<file path="config.mk">
export PLATFORM = sky130hd
export DESIGN_NAME = center_crop_rgb565_to_rgb888_flat
export DESIGN_NICKNAME = d
export VERILOG_FILES = /design/src/ccrgb_pkg.sv /design/src/ccrgb_in_if.sv /design/src/ccrgb_out_if.sv /design/src/ccrgb_front.sv /design/src/ccrgb_fifo.sv /design/src/ccrgb_back.sv /design/src/center_crop_rgb565_to_rgb888.sv /design/src/flat_wrapper.sv
export SDC_FILE = /design/constraint.sdc
export NUM_CORES = 1
export LEC_CHECK = 0
export BUFFER_PORTS_ARGS = -buffer_cell sky130_fd_sc_hd__buf_2
export CAP_MARGIN = 40
export CORE_MARGIN = 1.5
export CORE_UTILIZATION = 34
export CTS_BUF_LIST = sky130_fd_sc_hd__clkbuf_16
export DETAILED_ROUTE_END_ITERATION = 6
export GPL_TIMING_DRIVEN = 1
export MAX_ROUTING_LAYER = met4
export PLACE_DENSITY = 0.55
export SLEW_MARGIN = 10
export SYNTH_ARGS = -nofsm -noshare
export SYNTH_HDL_FRONTEND = slang
export SYNTH_HIERARCHICAL = 1
export SYNTH_SLANG_ARGS = --single-unit
</file>
<file path="constraint.sdc">
create_clock -name i_clk -period 17.93 [get_ports i_clk]
set_input_delay 2.6895 -clock i_clk [delete_from_list [all_inputs] [get_ports i_clk]]
set_output_delay 2.6895 -clock i_clk [all_outputs]
set_load 0.02 [all_outputs]
</file>
<file path="src/ccrgb_pkg.sv">
`default_nettype none
// ----------------------------------------------------------------------------
// ccrgb_pkg
// Shared types and constants of the center crop RGB565 to RGB888 block.
// ----------------------------------------------------------------------------
package ccrgb_pkg;

    localparam int unsigned CFG_W     = 11;
    localparam int unsigned CFG_IDX_W = 2;

    localparam logic [CFG_IDX_W-1:0] REG_FRAME_COLS = 2'd0;
    localparam logic [CFG_IDX_W-1:0] REG_FRAME_ROWS = 2'd1;
    localparam logic [CFG_IDX_W-1:0] REG_CROP_COLS  = 2'd2;
    localparam logic [CFG_IDX_W-1:0] REG_CROP_ROWS  = 2'd3;

    localparam logic [CFG_W-1:0] FRAME_COLS_RST = 11'd176;
    localparam logic [CFG_W-1:0] FRAME_ROWS_RST = 11'd144;
    localparam logic [CFG_W-1:0] CROP_COLS_RST  = 11'd96;
    localparam logic [CFG_W-1:0] CROP_ROWS_RST  = 11'd96;

    localparam int unsigned QUEUE_DEPTH = 2;

    typedef struct packed {
        logic [15:0] pix;
        logic        last;
    } t_entry;

endpackage
`default_nettype wire

</file>
<file path="src/ccrgb_in_if.sv">
`default_nettype none
// ----------------------------------------------------------------------------
// ccrgb_in_if
// Request channel carrying raw camera frame bytes.
// ----------------------------------------------------------------------------
interface ccrgb_in_if;
    logic       valid;
    logic       ready;
    logic [7:0] pixel_byte;
    logic       frame_start;

    modport source (output valid, output pixel_byte, output frame_start, input ready);
    modport sink (input valid, input pixel_byte, input frame_start, output ready);
endinterface
`default_nettype wire

</file>
<file path="src/ccrgb_out_if.sv">
`default_nettype none
// ----------------------------------------------------------------------------
// ccrgb_out_if
// Request channel carrying expanded RGB888 pixels of the cropped window.
// ----------------------------------------------------------------------------
interface ccrgb_out_if;
    logic       valid;
    logic       ready;
    logic [7:0] red;
    logic [7:0] green;
    logic [7:0] blue;
    logic       last_pixel;

    modport source (
        output valid, output red, output green, output blue, output last_pixel,
        input ready
    );
    modport sink (
        input valid, input red, input green, input blue, input last_pixel,
        output ready
    );
endinterface
`default_nettype wire

</file>
<file path="src/ccrgb_front.sv">
`default_nettype none
// ----------------------------------------------------------------------------
// ccrgb_front
// Configuration registers, window geometry, byte and pixel counters, and
// the classification of each pixel against the centered crop window.
// ----------------------------------------------------------------------------
module ccrgb_front #(
    parameter int unsigned MAX_DIM = 1024
) (
    input  wire                           i_clk,
    input  wire                           i_rst_n,
    input  wire                           i_cfg_we,
    input  wire [ccrgb_pkg::CFG_IDX_W-1:0] i_cfg_idx,
    input  wire [ccrgb_pkg::CFG_W-1:0]     i_cfg_data,
    ccrgb_in_if.sink                      i_pix,
    output logic                          o_push,
    output ccrgb_pkg::t_entry             o_entry,
    input  wire                           i_full
);
    import ccrgb_pkg::*;

    localparam int unsigned CNT_W = $clog2(MAX_DIM);
    localparam int unsigned DIM_W = $clog2(MAX_DIM + 1);
    localparam int unsigned WW    = (DIM_W > CFG_W) ? DIM_W : CFG_W;
    localparam logic [WW-1:0] MAX_W = WW'(MAX_DIM);

    logic [CFG_W-1:0] r_cfg_fc, r_cfg_fr, r_cfg_cc, r_cfg_cr;
    logic [CFG_W-1:0] n_cfg_fc, n_cfg_fr, n_cfg_cc, n_cfg_cr;

    logic [WW-1:0] w_fc_e, w_fr_e, w_cc_e, w_cr_e;
    logic [WW-1:0] w_fc, w_fr, w_cc, w_cr;
    logic [WW-1:0] w_fc_m1, w_fr_m1, w_left, w_top, w_right, w_bottom;

    logic [CNT_W-1:0] r_fc_m1, r_fr_m1, r_left, r_right, r_top, r_bottom;

    logic [CNT_W-1:0] r_col, r_row;
    logic             r_phase;
    logic [7:0]       r_held;
    logic [CNT_W-1:0] n_col, n_row;
    logic             n_phase;

    logic             w_acc;
    logic             w_phase;
    logic [CNT_W-1:0] w_col_raw, w_row_raw, w_col, w_row;
    logic             w_keep;

    always_comb begin
        if (!i_rst_n) begin
            n_cfg_fc = FRAME_COLS_RST;
            n_cfg_fr = FRAME_ROWS_RST;
            n_cfg_cc = CROP_COLS_RST;
            n_cfg_cr = CROP_ROWS_RST;
        end else begin
            n_cfg_fc = r_cfg_fc;
            n_cfg_fr = r_cfg_fr;
            n_cfg_cc = r_cfg_cc;
            n_cfg_cr = r_cfg_cr;
            if (i_cfg_we) begin
                case (i_cfg_idx)
                    REG_FRAME_COLS: n_cfg_fc = i_cfg_data;
                    REG_FRAME_ROWS: n_cfg_fr = i_cfg_data;
                    REG_CROP_COLS:  n_cfg_cc = i_cfg_data;
                    REG_CROP_ROWS:  n_cfg_cr = i_cfg_data;
                    default: begin
                    end
                endcase
            end
        end
    end

    // The geometry registers follow the next configuration value, so a new
    // size is in effect from the cycle after its write.
    always_comb begin
        w_fc_e   = WW'(n_cfg_fc);
        w_fr_e   = WW'(n_cfg_fr);
        w_cc_e   = WW'(n_cfg_cc);
        w_cr_e   = WW'(n_cfg_cr);
        w_fc     = (w_fc_e == '0) ? WW'(1) : ((w_fc_e > MAX_W) ? MAX_W : w_fc_e);
        w_fr     = (w_fr_e == '0) ? WW'(1) : ((w_fr_e > MAX_W) ? MAX_W : w_fr_e);
        w_cc     = (w_cc_e == '0) ? WW'(1) : ((w_cc_e > w_fc) ? w_fc : w_cc_e);
        w_cr     = (w_cr_e == '0) ? WW'(1) : ((w_cr_e > w_fr) ? w_fr : w_cr_e);
        w_fc_m1  = w_fc - WW'(1);
        w_fr_m1  = w_fr - WW'(1);
        w_left   = (w_fc - w_cc) >> 1;
        w_top    = (w_fr - w_cr) >> 1;
        w_right  = w_left + w_cc - WW'(1);
        w_bottom = w_top + w_cr - WW'(1);
    end

    always_ff @(posedge i_clk) begin
        r_cfg_fc <= n_cfg_fc;
        r_cfg_fr <= n_cfg_fr;
        r_cfg_cc <= n_cfg_cc;
        r_cfg_cr <= n_cfg_cr;
        r_fc_m1  <= w_fc_m1[CNT_W-1:0];
        r_fr_m1  <= w_fr_m1[CNT_W-1:0];
        r_left   <= w_left[CNT_W-1:0];
        r_top    <= w_top[CNT_W-1:0];
        r_right  <= w_right[CNT_W-1:0];
        r_bottom <= w_bottom[CNT_W-1:0];
    end

    assign i_pix.ready = !i_full;
    assign w_acc       = i_pix.valid && !i_full;

    always_comb begin
        w_phase   = i_pix.frame_start ? 1'b0 : r_phase;
        w_col_raw = i_pix.frame_start ? '0 : r_col;
        w_row_raw = i_pix.frame_start ? '0 : r_row;
        w_col     = (w_col_raw > r_fc_m1) ? '0 : w_col_raw;
        w_row     = (w_row_raw > r_fr_m1) ? '0 : w_row_raw;
        w_keep    = (w_col >= r_left) && (w_col <= r_right) &&
                    (w_row >= r_top) && (w_row <= r_bottom);
        n_phase   = !w_phase;
        n_col     = w_col_raw;
        n_row     = w_row_raw;
        if (w_phase) begin
            if (w_col == r_fc_m1) begin
                n_col = '0;
                n_row = (w_row == r_fr_m1) ? '0 : w_row + CNT_W'(1);
            end else begin
                n_col = w_col + CNT_W'(1);
                n_row = w_row;
            end
        end
    end

    always_ff @(posedge i_clk) begin
        if (!i_rst_n) begin
            r_col   <= '0;
            r_row   <= '0;
            r_phase <= 1'b0;
        end else if (w_acc) begin
            r_col   <= n_col;
            r_row   <= n_row;
            r_phase <= n_phase;
        end
    end

    always_ff @(posedge i_clk) begin
        if (w_acc && !w_phase) begin
            r_held <= i_pix.pixel_byte;
        end
    end

    assign o_push       = w_acc && w_phase && w_keep;
    assign o_entry.pix  = {r_held, i_pix.pixel_byte};
    assign o_entry.last = (w_col == r_right) && (w_row == r_bottom);

endmodule
`default_nettype wire

</file>
<file path="src/ccrgb_fifo.sv">
`default_nettype none
// ----------------------------------------------------------------------------
// ccrgb_fifo
// Short queue of kept RGB565 pixels between the front and back parts.
// ----------------------------------------------------------------------------
module ccrgb_fifo (
    input  wire               i_clk,
    input  wire               i_rst_n,
    input  wire               i_push,
    input  ccrgb_pkg::t_entry i_entry,
    output logic              o_full,
    output logic              o_valid,
    output ccrgb_pkg::t_entry o_entry,
    input  wire               i_pop
);
    import ccrgb_pkg::*;

    localparam int unsigned PTR_W = $clog2(QUEUE_DEPTH);
    localparam int unsigned CNT_W = $clog2(QUEUE_DEPTH + 1);

    t_entry           r_mem [QUEUE_DEPTH];
    logic [PTR_W-1:0] r_wptr, r_rptr;
    logic [CNT_W-1:0] r_count;

    assign o_full  = (r_count == CNT_W'(QUEUE_DEPTH));
    assign o_valid = (r_count != '0);
    assign o_entry = r_mem[r_rptr];

    always_ff @(posedge i_clk) begin
        if (i_push) begin
            r_mem[r_wptr] <= i_entry;
        end
    end

    always_ff @(posedge i_clk) begin
        if (!i_rst_n) begin
            r_wptr  <= '0;
            r_rptr  <= '0;
            r_count <= '0;
        end else begin
            if (i_push) begin
                r_wptr <= (r_wptr == PTR_W'(QUEUE_DEPTH - 1)) ? '0 : r_wptr + PTR_W'(1);
            end
            if (i_pop) begin
                r_rptr <= (r_rptr == PTR_W'(QUEUE_DEPTH - 1)) ? '0 : r_rptr + PTR_W'(1);
            end
            if (i_push && !i_pop) begin
                r_count <= r_count + CNT_W'(1);
            end else if (i_pop && !i_push) begin
                r_count <= r_count - CNT_W'(1);
            end
        end
    end

endmodule
`default_nettype wire

</file>
<file path="src/ccrgb_back.sv">
`default_nettype none
// ----------------------------------------------------------------------------
// ccrgb_back
// Expands queued RGB565 pixels to RGB888 into the output register.
// ----------------------------------------------------------------------------
module ccrgb_back (
    input  wire               i_clk,
    input  wire               i_rst_n,
    input  wire               i_valid,
    input  ccrgb_pkg::t_entry i_entry,
    output logic              o_pop,
    ccrgb_out_if.source       o_rgb
);
    import ccrgb_pkg::*;

    logic       r_valid;
    logic [7:0] r_red, r_green, r_blue;
    logic       r_last;
    logic [4:0] w_r5, w_b5;
    logic [5:0] w_g6;

    assign o_pop = i_valid && (!r_valid || o_rgb.ready);
    assign w_r5  = i_entry.pix[15:11];
    assign w_g6  = i_entry.pix[10:5];
    assign w_b5  = i_entry.pix[4:0];

    always_ff @(posedge i_clk) begin
        if (!i_rst_n) begin
            r_valid <= 1'b0;
        end else if (o_pop) begin
            r_valid <= 1'b1;
        end else if (o_rgb.ready) begin
            r_valid <= 1'b0;
        end
    end

    always_ff @(posedge i_clk) begin
        if (o_pop) begin
            r_red   <= {w_r5, w_r5[4:2]};
            r_green <= {w_g6, w_g6[5:4]};
            r_blue  <= {w_b5, w_b5[4:2]};
            r_last  <= i_entry.last;
        end
    end

    assign o_rgb.valid      = r_valid;
    assign o_rgb.red        = r_red;
    assign o_rgb.green      = r_green;
    assign o_rgb.blue       = r_blue;
    assign o_rgb.last_pixel = r_last;

endmodule
`default_nettype wire

</file>
<file path="src/center_crop_rgb565_to_rgb888.sv">
`default_nettype none
// ----------------------------------------------------------------------------
// center_crop_rgb565_to_rgb888
// Keeps the centered window of a raster RGB565 byte stream and expands each
// kept pixel to RGB888.
// ----------------------------------------------------------------------------
// Takes one frame byte per cycle while the queue is not full.
// A kept pixel is queued as its low byte is taken, then moves to the output register.
// The two-entry queue and the output register let input and output stall apart.
// Synchronous reset clears the counters, the queue and the output valid, and
// loads the register reset sizes 176 x 144 frame and 96 x 96 window.
module center_crop_rgb565_to_rgb888 #(
    parameter int unsigned MAX_DIM = 1024
) (
    input  wire                            i_clk,
    input  wire                            i_rst_n,
    input  wire                            i_cfg_we,
    input  wire [ccrgb_pkg::CFG_IDX_W-1:0] i_cfg_idx,
    input  wire [ccrgb_pkg::CFG_W-1:0]     i_cfg_data,
    ccrgb_in_if.sink                       i_pix,
    ccrgb_out_if.source                    o_rgb
);
    import ccrgb_pkg::*;

    logic   w_push, w_full, w_qvalid, w_pop;
    t_entry w_push_entry, w_q_entry;

    ccrgb_front #(
        .MAX_DIM (MAX_DIM)
    ) u_front (
        .i_clk      (i_clk),
        .i_rst_n    (i_rst_n),
        .i_cfg_we   (i_cfg_we),
        .i_cfg_idx  (i_cfg_idx),
        .i_cfg_data (i_cfg_data),
        .i_pix      (i_pix),
        .o_push     (w_push),
        .o_entry    (w_push_entry),
        .i_full     (w_full)
    );

    ccrgb_fifo u_fifo (
        .i_clk   (i_clk),
        .i_rst_n (i_rst_n),
        .i_push  (w_push),
        .i_entry (w_push_entry),
        .o_full  (w_full),
        .o_valid (w_qvalid),
        .o_entry (w_q_entry),
        .i_pop   (w_pop)
    );

    ccrgb_back u_back (
        .i_clk   (i_clk),
        .i_rst_n (i_rst_n),
        .i_valid (w_qvalid),
        .i_entry (w_q_entry),
        .o_pop   (w_pop),
        .o_rgb   (o_rgb)
    );

endmodule
`default_nettype wire

</file>
<file path="src/flat_wrapper.sv">
// flat-port wrapper written by rule: the top's interface ports become plain ports
module center_crop_rgb565_to_rgb888_flat import ccrgb_pkg::*;
#(
    parameter int unsigned MAX_DIM = 1024
)
  (i_clk, i_rst_n, i_cfg_we, i_cfg_idx, i_cfg_data, i_pix_valid, i_pix_pixel_byte, i_pix_frame_start, i_pix_ready, o_rgb_valid, o_rgb_red, o_rgb_green, o_rgb_blue, o_rgb_last_pixel, o_rgb_ready);
  ccrgb_in_if i_pix_i ();
  ccrgb_out_if o_rgb_i ();
  input  wire i_clk;
  input  wire i_rst_n;
  input  wire i_cfg_we;
  input  wire [ccrgb_pkg::CFG_IDX_W-1:0] i_cfg_idx;
  input  wire [ccrgb_pkg::CFG_W-1:0] i_cfg_data;
  input wire logic [$bits(i_pix_i.valid)-1:0] i_pix_valid;
  input wire logic [$bits(i_pix_i.pixel_byte)-1:0] i_pix_pixel_byte;
  input wire logic [$bits(i_pix_i.frame_start)-1:0] i_pix_frame_start;
  output wire logic [$bits(i_pix_i.ready)-1:0] i_pix_ready;
  output wire logic [$bits(o_rgb_i.valid)-1:0] o_rgb_valid;
  output wire logic [$bits(o_rgb_i.red)-1:0] o_rgb_red;
  output wire logic [$bits(o_rgb_i.green)-1:0] o_rgb_green;
  output wire logic [$bits(o_rgb_i.blue)-1:0] o_rgb_blue;
  output wire logic [$bits(o_rgb_i.last_pixel)-1:0] o_rgb_last_pixel;
  input wire logic [$bits(o_rgb_i.ready)-1:0] o_rgb_ready;
  assign i_pix_i.valid = i_pix_valid;
  assign i_pix_i.pixel_byte = i_pix_pixel_byte;
  assign i_pix_i.frame_start = i_pix_frame_start;
  assign i_pix_ready = i_pix_i.ready;
  assign o_rgb_valid = o_rgb_i.valid;
  assign o_rgb_red = o_rgb_i.red;
  assign o_rgb_green = o_rgb_i.green;
  assign o_rgb_blue = o_rgb_i.blue;
  assign o_rgb_last_pixel = o_rgb_i.last_pixel;
  assign o_rgb_i.ready = o_rgb_ready;
  center_crop_rgb565_to_rgb888 #(.MAX_DIM(MAX_DIM)) u_core (.i_clk(i_clk), .i_rst_n(i_rst_n), .i_cfg_we(i_cfg_we), .i_cfg_idx(i_cfg_idx), .i_cfg_data(i_cfg_data), .i_pix(i_pix_i), .o_rgb(o_rgb_i));
endmodule
</file>
======== Word level (Yosys, flattened, before mapping) ========
Memories as Yosys holds them, arrays and structs flattened. A register that Yosys moved wholly into a read port is not among the register bits.
Index checks and enable logic that the tools add are counted.
storage, ports and cells
  register bits ........................... 163
  memory bits (writable) .................. 34
  bits of input ports ..................... 27
  output and inout port bits .............. 27
  word-level logic and storage cells ...... 120
  memories kept ........................... 1
operators by class
  $add $sub $neg .......................... 14
  order comparisons ....................... 10
  equal/unequal tests ..................... 8
  multiplexer cells ....................... 40
  reductions and logical operators ........ 25
memories
  name                 words  bits a word  rd ports  clocked after memory_dff  wr ports  RTL line          text
  u_core.u_fifo.r_mem  2      17           1         1                         1         ccrgb_fifo.sv:21  t_entry r_mem [QUEUE_DEPTH];
operator list
  kind                                                 count
  2-to-1 mux 11 bit                                    20
  2-to-1 mux 10 bit                                    9
  zero test 11 bit                                     4
  equality test 10 bit                                 4
  subtractor 10 x 1 -> 10 bit, second input constant   4
  > comparator 11 bit                                  2
  > comparator 11 bit, second input constant           2
  subtractor 11 bit                                    2
  adder 10 x 1 -> 10 bit, second input constant        2
  adder 10 bit                                         2
  greater-or-equal comparator 10 bit                   2
  > comparator 10 bit                                  2
  <= comparator 10 bit                                 2
  logical AND 1 bit                                    11
  2-to-1 mux 1 bit                                     9
  equality test 2 bit, second input constant           3
  nonzero test 2 bit                                   3
  zero test 1 bit                                      5
  2-to-1 mux 2 bit                                     2
  adder 1 bit, second input constant                   2
  adder 2 x 1 -> 2 bit, second input constant          1
  equality test 2 x 1 -> 1 bit, second input constant  1
  zero test 2 bit                                      1
  subtractor 2 x 1 -> 2 bit, second input constant     1
  logical OR 1 bit                                     1

======== Longest topological paths before layout ========
Gate-level depths: netlist of run 1.
  word-level depth ........................ 13
  depth in mapped cells ................... 39
  depth with buffers taken out ............ 35

======== Cells and area by module ========
Netlist of run 1, hierarchy kept.
by module, submodules not included
  module       instances  cells an instance  area an instance (um^2)  seq. area each (um^2)
  ccrgb_front  1          1180               9858.2                   2742.6
  ccrgb_fifo   1          75                 1446.4                   1121.1
  ccrgb_back   1          29                 618.1                    530.5

======== Worst setup path after synthesis of run 1 ========
Ideal clock, no wire load.
  path type ............................... input -> register
  start ................................... input port i_rst_n
  end ..................................... register u_core.u_front.r_bottom[9]
  library setup time ...................... 124 ps
  arrival ................................. 8867 ps
  required time ........................... 17806 ps
  slack ................................... 8939 ps
  stages on the path ...................... 34
  buffers on the path ..................... 5
  cells stage by stage .................... buf_4 -> buf_2 -> clkbuf_1 -> nand4_1 -> a211o_1 -> o21ai_1 -> and2_0 -> clkbuf_1 -> inv_1 -> ha_1 -> nand4_1 -> a211oi_1 -> a2111oi_0 -> a41oi_1 -> clkbuf_1 -> mux2_2 -> nand2_1 -> ha_1 -> nor2b_1 -> o21ai_0 -> nand2b_1 -> a21o_1 -> a21o_1 -> a21o_1 -> a21o_1 -> xnor2_1 -> ha_1 -> inv_1 -> ha_1 -> nor2b_1 -> o21ai_0 -> nand2b_1 -> xnor3_1 -> xor2_1
between the ends
  cells in the longest elaborated chain, start to end .. 10
  elaborated cells between the ends (all ways) .. 13
  classes of those cells .................. 3 x add/sub; 2 x order compare; 6 x mux; 2 x reduce/logical
RTL lines
  item                                  RTL line            text
  from (decl)                           flat_wrapper.sv:10  input wire i_rst_n;
  2-to-1 mux 11 bit                     ccrgb_front.sv:48   if (!i_rst_n) begin
  > comparator 11 bit                   ccrgb_front.sv:79   w_fr = (w_fr_e == '0) ? WW'(1) : ((w_fr_e > MAX_W) ? MAX_W : w_fr_e);
  2-to-1 mux 11 bit (2 in a row)        ccrgb_front.sv:79
  > comparator 11 bit                   ccrgb_front.sv:81   w_cr = (w_cr_e == '0) ? WW'(1) : ((w_cr_e > w_fr) ? w_fr : w_cr_e);
  2-to-1 mux 11 bit (2 in a row)        ccrgb_front.sv:81
  subtractor 11 bit                     ccrgb_front.sv:85   w_top = (w_fr - w_cr) >> 1;
  adder 10 bit (*)                      ccrgb_front.sv:87   w_bottom = w_top + w_cr - WW'(1);
  subtractor 10 x 1 -> 10 bit (*)       ccrgb_front.sv:87
  named net u_core.u_front.w_bottom[9]  ccrgb_front.sv:32   logic [WW-1:0] w_fc_m1, w_fr_m1, w_left, w_top, w_right, w_bottom;
  to (signal assigned)                  ccrgb_front.sv:100  r_bottom <= w_bottom[CNT_W-1:0];
  to (decl)                             ccrgb_front.sv:34   logic [CNT_W-1:0] r_fc_m1, r_fr_m1, r_left, r_right, r_top, r_bottom;
Mark *: on every way through the listed nets, which the timed path passes. The rest lies on a longest branch.
A chain may end at the register's enable or synchronous reset.

======== Worst setup path in the final report of run 1 ========
Ends and elaborated chain as after synthesis.

==> flow_summary.toml, run 1 <==
[run_status]
status = "complete, no violations"

[floorplan]
die_h_um = 190
die_area_um2 = 36200
start_util = 0.345
die_x_um = 190
pin_count = 54
core_area_um2 = 34500
rows = 68

[worst_setup_path]
cp_num_cells = 37
crit_fanout = 92
crit_type = "in -> reg"
timing.rr.start = "u_core/u_front/r_cfg_fr[5]"
cp-start-kind = "input pin"
critPathLaunch = "i_rst_n"
reg2reg_to = "u_core/u_front/r_bottom[9]"
required_ps = 18270
timing.critical_path.max_delay_family = "compound AO/OA/AOI/OAI gates"
reg2reg_depth = 35
crit_slowest_cell = "buf_4"
cpPeakStageDelay_ps = 620
endpoint = "u_core/u_front/r_bottom[9]"
cp.arrival_ps = 9940
cp-end-kind = "flip-flop"
crit_buf_inv = 6
reg2reg_slack_ps = 10840

[synthesis]
synth-compound-area-share = 0.139
ys.flop_type = "dfxtp_1"
synth_fa_ha_area_frac = 0.153
synth.ff_latch_count = 190
synth.cell_area_um2 = 11900
ys_seq_area_frac = 0.369
yosys_warnings = 6
synth_simple_gate_area_frac = 0.153
async_reset_ff_frac = 0
syn_nets = 1454
postSynthCellCount = 1284
avgSynthCellArea_um2 = 9.29
synth_edf_count = 59
synth_cell_types = 79
synth_top_family_by_area = "simple AND/OR/NAND/NOR gates"
muxShareOfSynthArea = 0.0609
synth_xor_area_frac = 0.0495

[cts]
clk_pin_slew_ps = 90
ctsHoldBuffers = 0
post_cts_buffers = 0
clock-root-buffer = "clkbuf_16"
htree_num_levels = 4
cts_tree = "done"
cts_buffer_depth = 2
clock-sinks = 190
cts_buffers = 17
clk_latency_ps = 460
cts_resized = 0

[timing]
hold_slack_ps = 441
setup_viol = 0
final.setup_skew_ps = 15.7
fin_crit_ps = 9600
setup_tns_ps = 0
slew_violations = 0
period_share = 0.535
worst_slew_pin_slew_ps = 854
setup_slack_ps = 8330
rsz0062_at_grt = "false"
relSlewSlack = 0.431
hold_violations = 0
max_freq_mhz = 104

[cells_and_area]
area_growth_pct = 11.0
final_area_um2 = 13200
fill_cells = 3546
diodes = 0
drive_gt1_frac = 0.111
nets = 1489

[placed_design]
hpwl_mm = 21.2
gp_congestion = 0.871
dp_slack_ps = 7920
port_buffers = 53
placed_area_um2 = 12600

[routing]
vias = 8883
drt_drc_violations_left = 0
routed_wl_mm = 27.4
vias_per_cell = 4.97
wl_per_cell_um = 15.3
drtIter0Drc = 550
first_pass_iters = 5
ant_nets = 0

[power]
p_leak_nw = 6.11
finalPower_mw = 1.43
power.density_nw_per_um2 = 108
vdd.ir_drop.worst_v = 0.0000703

[grt]
grtUsageTotal = 0.161
grt_overflow = 0
grt_first_pass_wirelength_mm = 44.8
grt_pass1_vias = 8538
grt_max_degree = 93
antenna_found_initial = 0

[worst_hold_path]
hp-start = "u_core/u_front/r_held[6]"
hold_class = "reg -> reg"

[job]
max-cap-violations = 0
## cell usage in the layout, fill, tap and decap left out, types with 41 or more instances in the layout
| master | instances |
|---|---|
| xnor2_1 | 42 |
| a21oi_1 | 49 |
| nor2_1 | 50 |
| mux2i_1 | 41 |
| inv_1 | 172 |
| buf_2 | 53 |
| nand2_1 | 112 |
| dfxtp_1 | 131 |
| nor2b_1 | 41 |
| edfxtp_1 | 59 |
| ha_1 | 139 |
## where the power goes
group | total, mW | internal, mW | switching [mW]
logic | 0.467 | 0.203 | 0.263
registers | 0.550 | 0.521 | 0.0287
clock network | 0.412 | 0.198 | 0.213
total | 1.43 | 0.923 | 0.505
## metrics by stage
step	cells	utilization
finish	1787	0.383
detailed placement	1755	0.364
global placement	1752	0.363
global route	1787	0.383
floorplan	1284	-
CTS	1787	0.383
## final cells by class
cell class / instances / area (um^2) / area share
multi-input cells: 874 / 6620 / 0.500
flip-flops and latches: 190 / 4390 / 0.332
inverters: 173 / 649 / 0.0491
well taps: 455 / 569 / 0.0430
clock buffers: 17 / 425 / 0.0321
repair buffers: 63 / 355 / 0.0268
clock inverters: 15 / 221 / 0.0167
## flip-flops by register name (all words and copies together), names as in the netlist, 11 cells and up, named ones only
register and flops:
u_core/u_fifo/r_mem 34, u_core/u_front/r_cfg_cc 11, u_core/u_front/r_cfg_fc 11, u_core/u_front/r_cfg_cr 11, u_core/u_front/r_cfg_fr 11
## cells by family after synthesis
group,Yosys count
xor+xnor,65
buf+inv,220
fa+ha+maj,143
mux,69
simple gates,356
flops,190
compound gates,241
## metal layers
metal / global-route usage / vias up / share of wire
met1: 0.217 / 4147 / 0.51
met3: 0.0263 / 22 / 0.036
met2: 0.252 / 167 / 0.44
met5: - / - / 0
met4: 0.0436 / 0 / 0.013
li1: - / 4547 / -
## worst min-delay path by stage
| stage | slack (ps) | end | cells past startpoint |
|---|---|---|---|
| floorplan | 420 | u_core/u_fifo/r_mem[0][10] | 0 |
| global placement | 420 | u_core/u_fifo/r_mem[0][9] | 0 |
| global route | 440 | u_core/u_fifo/r_mem[0][15] | 0 |
| CTS | 440 | u_core/u_fifo/r_mem[0][15] | 0 |
| detailed placement | 430 | u_core/u_fifo/r_mem[0][9] | 0 |
| finish | 440 | u_core/u_fifo/r_mem[0][15] | 0 |
## synth_stat cells, types with 10 or more instances
| cell | count | share of area |
|---|---|---|
| and2_1 | 20 | 0.010 |
| ha_1 | 139 | 0.15 |
| xnor2_1 | 42 | 0.031 |
| mux2_2 | 28 | 0.026 |
| nor2_1 | 50 | 0.016 |
| nor2b_1 | 42 | 0.022 |
| nand2b_1 | 10 | 0.0052 |
| buf_4 | 18 | 0.011 |
| edfxtp_1 | 59 | 0.15 |
| inv_1 | 172 | 0.054 |
| o21ai_0 | 37 | 0.016 |
| a21boi_0 | 10 | 0.0063 |
| xor2_1 | 21 | 0.015 |
| nand4_1 | 17 | 0.0089 |
| mux2i_1 | 41 | 0.034 |
| nor4_1 | 17 | 0.0089 |
| nand2_1 | 112 | 0.035 |
| nand3_1 | 27 | 0.011 |
| a21o_1 | 37 | 0.023 |
| nor3_1 | 14 | 0.0059 |
| clkbuf_1 | 21 | 0.0066 |
| a21oi_1 | 49 | 0.021 |
| dfxtp_1 | 131 | 0.22 |
Note: power is estimated with default switching activity, not from simulation.
==> run 2: changes to the inputs <==
ABC_AREA = 1   (was unset)
PLACE_DENSITY = 0.57   (was 0.55)
clock period = 8.2 ns   (was 17.93 ns; I/O delays follow)
==> run 2 against run 1 <==
  * Clock-buffer cell count is the same
  * Wire length is 0.88% higher
  * Final area is 1.2% higher
  * Largest power group is now combinational logic
==> flow_summary.toml, run 2 <==
[synthesis]
yosys_warnings = 6
ys.flop_type = "dfxtp_1"
synth_top_family_by_area = "simple AND/OR/NAND/NOR gates"
synth_common_cells = "nand2_1, inv_1, nor2_1"
yosysMostFrequentCell = "nand2_1"
avgSynthCellArea_um2 = 7.76
ys_seq_area_frac = 0.363
yosysTopAreaCell = "dfxtp_1"
synth.ff_latch_count = 190
syn_nets = 1732
synth_fa_ha_area_frac = 0.150
async_reset_ff_frac = 0
synth_cell_types = 53
postSynthCellCount = 1562
synth-compound-area-share = 0.0815
synth_xor_area_frac = 0.0337
synth_edf_count = 59
muxShareOfSynthArea = 0.0189
synth_top_area_share = 0.216
synth_simple_gate_area_frac = 0.239
synth.cell_area_um2 = 12100
synthTopCellsByArea = "dfxtp_1, edfxtp_1, ha_1"

[routing]
wl_per_cell_um = 13.3
first_pass_iters = 5
routed_wl_mm = 27.6
vias = 9755
vias_per_cell = 4.70
drtIter0Drc = 579
drt_drc_violations_left = 0
ant_nets = 0

[cells_and_area]
largest_reg_flops = 34
final_core_util = 0.385
layout_common_cells = "nand2_1, inv_1, nor2_1"
final_area_um2 = 13400
multi_input_area_um2 = 6340
diodes = 0
nets = 1777
drive_gt1_frac = 0.119
final_common_cell = "nand2_1"
regMostFlops = "u_core/u_fifo/r_mem"
seqCellArea_um2 = 4390
area_growth_pct = 10.6
fill_cells = 3588

[grt]
grt_overflow = 0
antenna_found_initial = 0
grt_first_pass_wirelength_mm = 45.9
grtUsageTotal = 0.162
grt_pass1_vias = 9309
grt_max_degree = 22

[cts]
clk_pin_slew_ps = 80
clock-root-buffer = "clkbuf_16"
cts_buffers = 17
post_cts_buffers = 0
cts_resized = 0
clk_latency_ps = 450
ctsHoldBuffers = 0
htree_num_levels = 4
cts_buffer_depth = 2
clock-sinks = 190
cts_tree = "done"

[worst_setup_path]
required_ps = 8570
crit_slowest_cell = "o211ai_1"
crit_type = "in -> reg"
cp-end-kind = "flip-flop"
cp-start-kind = "input pin"
crit_fanout = 21
reg2reg_depth = 36
cpPeakStageDelay_ps = 410
cp.arrival_ps = 7620

[floorplan]
start_util = 0.348
rows = 68
die_area_um2 = 36800
core_area_um2 = 34800
pin_count = 54
die_h_um = 192
die_x_um = 192

[placed_design]
port_buffers = 53
hpwl_mm = 22.0
placed_area_um2 = 12800
gp_congestion = 0.933

[worst_hold_path]
whs_path_depth = 0
hold_class = "reg -> reg"

[timing]
hold_slack_ps = 441
final.setup_skew_ps = 18.3
hold_violations = 0
worst_slew_pin_slew_ps = 804
rsz0062_at_grt = "false"
slew_violations = 0
fin_crit_ps = 7250
max_freq_mhz = 138
setup_tns_ps = 0
relSlewSlack = 0.462
period_share = 0.884
setup_viol = 0

[power]
vdd.ir_drop.worst_v = 0.000190
finalPower_mw = 3.68
p_leak_nw = 6.83
power.density_nw_per_um2 = 275

[run_status]
status = "complete, no violations"

[job]
max-cap-violations = 0
## run 2: cell type report
cell class	instances	area share
multi-input cells	1037	0.473
repair buffers	68	0.0288
well taps	455	0.0425
clock buffers	17	0.0317
flip-flops and latches	190	0.328
inverters	293	0.0821
clock inverters	15	0.0136
## run 2: power breakdown
part / total [mW] / switching (mW) / internal (mW)
Combinational: 1.57 / 0.951 / 0.616
Sequential: 1.27 / 0.0724 / 1.20
Clock: 0.844 / 0.404 / 0.440
## run 2: critical path, delay by kind of cell
kind                     cells  cell delay [ps]
AND/OR/NAND/NOR             14             1580
buffers and inverters        7             1460
AO/OA/AOI/OAI                8             1420
adder cells (fa/ha/maj)      4             1250
XOR/XNOR                     4              670
## run 2: layer usage
metal,vias to the layer above,global-route usage,part of all wire
met1,4416,0.210,0.50
met2,210,0.258,0.45
met3,29,0.0254,0.038
met5,-,-,0
met4,0,0.0496,0.017
li1,5100,-,-
## run 2: metrics by stage
step	instances	worst slack (ps)
6_report	2075	953
3_3_place_gp	2042	718
4_1_cts	2075	1010
5_1_grt	2075	236
2_1_floorplan	1562	1430
3_5_place_dp	2043	553
## run 2: final timing paths
check,startpoint,end,slack [ps]
worst max-delay path,i_rst_n,u_core/u_front/r_bottom[9],950
worst min-delay path,u_core/u_front/r_held[7],u_core/u_fifo/r_mem[1][16],440
worst max register to register,u_core/u_front/r_cfg_fr[9],u_core/u_front/r_bottom[9],1930
worst min register to register,u_core/u_front/r_held[7],u_core/u_fifo/r_mem[1][16],440
## run 2: kinds of logic after synthesis
group	count (synthesis)
flops	190
xor+xnor	44
fa+ha+maj	143
buf+inv	335
simple gates	664
compound gates	169
mux	17
==> run 3: changes to the inputs <==
CORE_UTILIZATION = 45   (was 34)
PLACE_DENSITY = 0.7   (was 0.57)
==> run 3 against run 2 <==
  * Clock skew decreased by 4.3 ps
  * Critical path depth unchanged
  * Sequential power about the same
  * Combinational power about the same
  * First-iteration DRC count increased by 35%
  * Register-to-register slack got worse by 40 ps
  * Via count increased by 0.67%
  * Clock power increased by 3.6%
  * Sequential share of layout area increased by 0.32 points
  * Critical endpoint unchanged
  * Utilization increased by 12 points
  * Sequential cell count unchanged
  * Global-route usage increased by 3.8 points
==> flow_summary.toml, run 3 (synthesized netlist as in run 2, its figures left out) <==
[timing]
fin_crit_ps = 7330
setup_viol = 0
setup_slack_ps = 873
final.setup_skew_ps = 14.1
rsz0062_at_grt = "false"
setup_tns_ps = 0
relSlewSlack = 0.525
hold_slack_ps = 450
worst_slew_pin_slew_ps = 710
max_freq_mhz = 136
period_share = 0.894
hold_violations = 0
slew_violations = 0

[cts]
clock-root-buffer = "clkbuf_16"
clk_pin_slew_ps = 90
post_cts_buffers = 0
ctsHoldBuffers = 0
clock-sinks = 190
clk_latency_ps = 450
cts_tree = "done"
cts_resized = 0
htree_num_levels = 4
cts_buffers = 17
cts_buffer_depth = 2

[worst_setup_path]
crit_fanout = 27
timing.rr.start = "u_core/u_front/r_cfg_fr[9]"
crit_slowest_cell = "nor3_1"
cp-end-kind = "flip-flop"
timing.critical_path.mode_cell = "nand2_1"
cpPeakStageDelay_ps = 470
critPathLaunch = "i_rst_n"
cp.arrival_ps = 7700
crit_type = "in -> reg"
cp-start-kind = "input pin"
required_ps = 8580

[floorplan]
core_area_um2 = 26300
die_area_um2 = 27900
start_util = 0.461
die_h_um = 167
die_x_um = 167
pin_count = 54
rows = 59

[placed_design]
dp_slack_ps = 555
dp_cells = 1920
gp_congestion = 0.949
placed_area_um2 = 12600
hpwl_mm = 20.7
port_buffers = 53

[run_status]
status = "complete, no violations"

[routing]
ant_nets = 0
drt_drc_violations_left = 0
wl_per_cell_um = 13.5
vias = 9820
routed_wl_mm = 26.4
first_pass_iters = 5
drtIter0Drc = 781
vias_per_cell = 5.03

[worst_hold_path]
hold_class = "reg -> reg"
hp-start = "u_core/u_front/r_held[5]"

[grt]
grt_max_degree = 28
grt_pass1_vias = 9227
grt_first_pass_wirelength_mm = 43.9
grtUsageTotal = 0.200
antenna_found_initial = 0
grt_overflow = 0

[power]
power.density_nw_per_um2 = 279
clock_power_share = 0.236
p_switching_mw = 1.45
p_leak_nw = 6.82
finalPower_mw = 3.70
sequentialPowerShare = 0.341
swShare = 0.392
vdd.ir_drop.worst_v = 0.000125
comb_power_share = 0.423
internal_power_mw = 2.25

[cells_and_area]
seqCellArea_um2 = 4390
multi_input_area_um2 = 6340
drive_gt1_frac = 0.117
final_common_cell = "nand2_1"
nets = 1774
diodes = 0
final_core_util = 0.505
layout_common_cells = "nand2_1, inv_1, nor2_1"
stdcell_count = 1952
regMostFlops = "u_core/u_fifo/r_mem"
largest_reg_flops = 34
fill_cells = 2466
area_growth_pct = 9.50
final_area_um2 = 13300

[job]
max-cap-violations = 0
[run 3: cell count changes in the layout (fill, tap and decap cells not counted), sizes merged]
cell    delta
buf        -3
bufinv     -1
inv        +1
[run 3: layout make-up]
type	count	area share
clock inverters	15	0.0164
repair buffers	65	0.0279
clock buffers	17	0.0321
well taps	335	0.0316
flip-flops and latches	190	0.331
inverters	293	0.0829
multi-input cells	1037	0.478
[run 3: power by group through the flow]
stage	logic, mW	registers, mW	clock network (mW)
after floorplan	1.21	1.31	0
after global placement	1.50	1.30	0
after detailed placement	1.56	1.28	0
after CTS	1.57	1.26	0.896
after global routing	1.81	1.28	0.931
final	1.56	1.26	0.874
[run 3: path summary, 6_finish.rpt]
| path | to | depth (start not counted) | slack, ps |
|---|---|---|---|
| setup / recovery | u_core/u_front/r_bottom[9] | 37 | 870 |
| hold reg to reg | u_core/u_fifo/r_mem[0][14] | 0 | 450 |
| setup reg to reg | u_core/u_front/r_bottom[9] | 37 | 1890 |
| hold / removal | u_core/u_fifo/r_mem[0][14] | 0 | 450 |
[run 3: worst max-delay path, delay by kind of cell]
family                   cells  cell delay, ps
AO/OA/AOI/OAI                8            1190
XOR/XNOR                     4             680
adder cells (fa/ha/maj)      4            1260
buffers and inverters        6            1410
AND/OR/NAND/NOR             15            1920
[run 3: metal layers]
| metal | GRT usage | vias to the layer above | routed length (um) |
|---|---|---|---|
| met2 | 0.320 | 282 | 11900 |
| met1 | 0.258 | 4385 | 12600 |
| met5 | - | - | 0 |
| li1 | - | 5100 | - |
| met4 | 0.0723 | 0 | 670 |
| met3 | 0.0269 | 53 | 1250 |
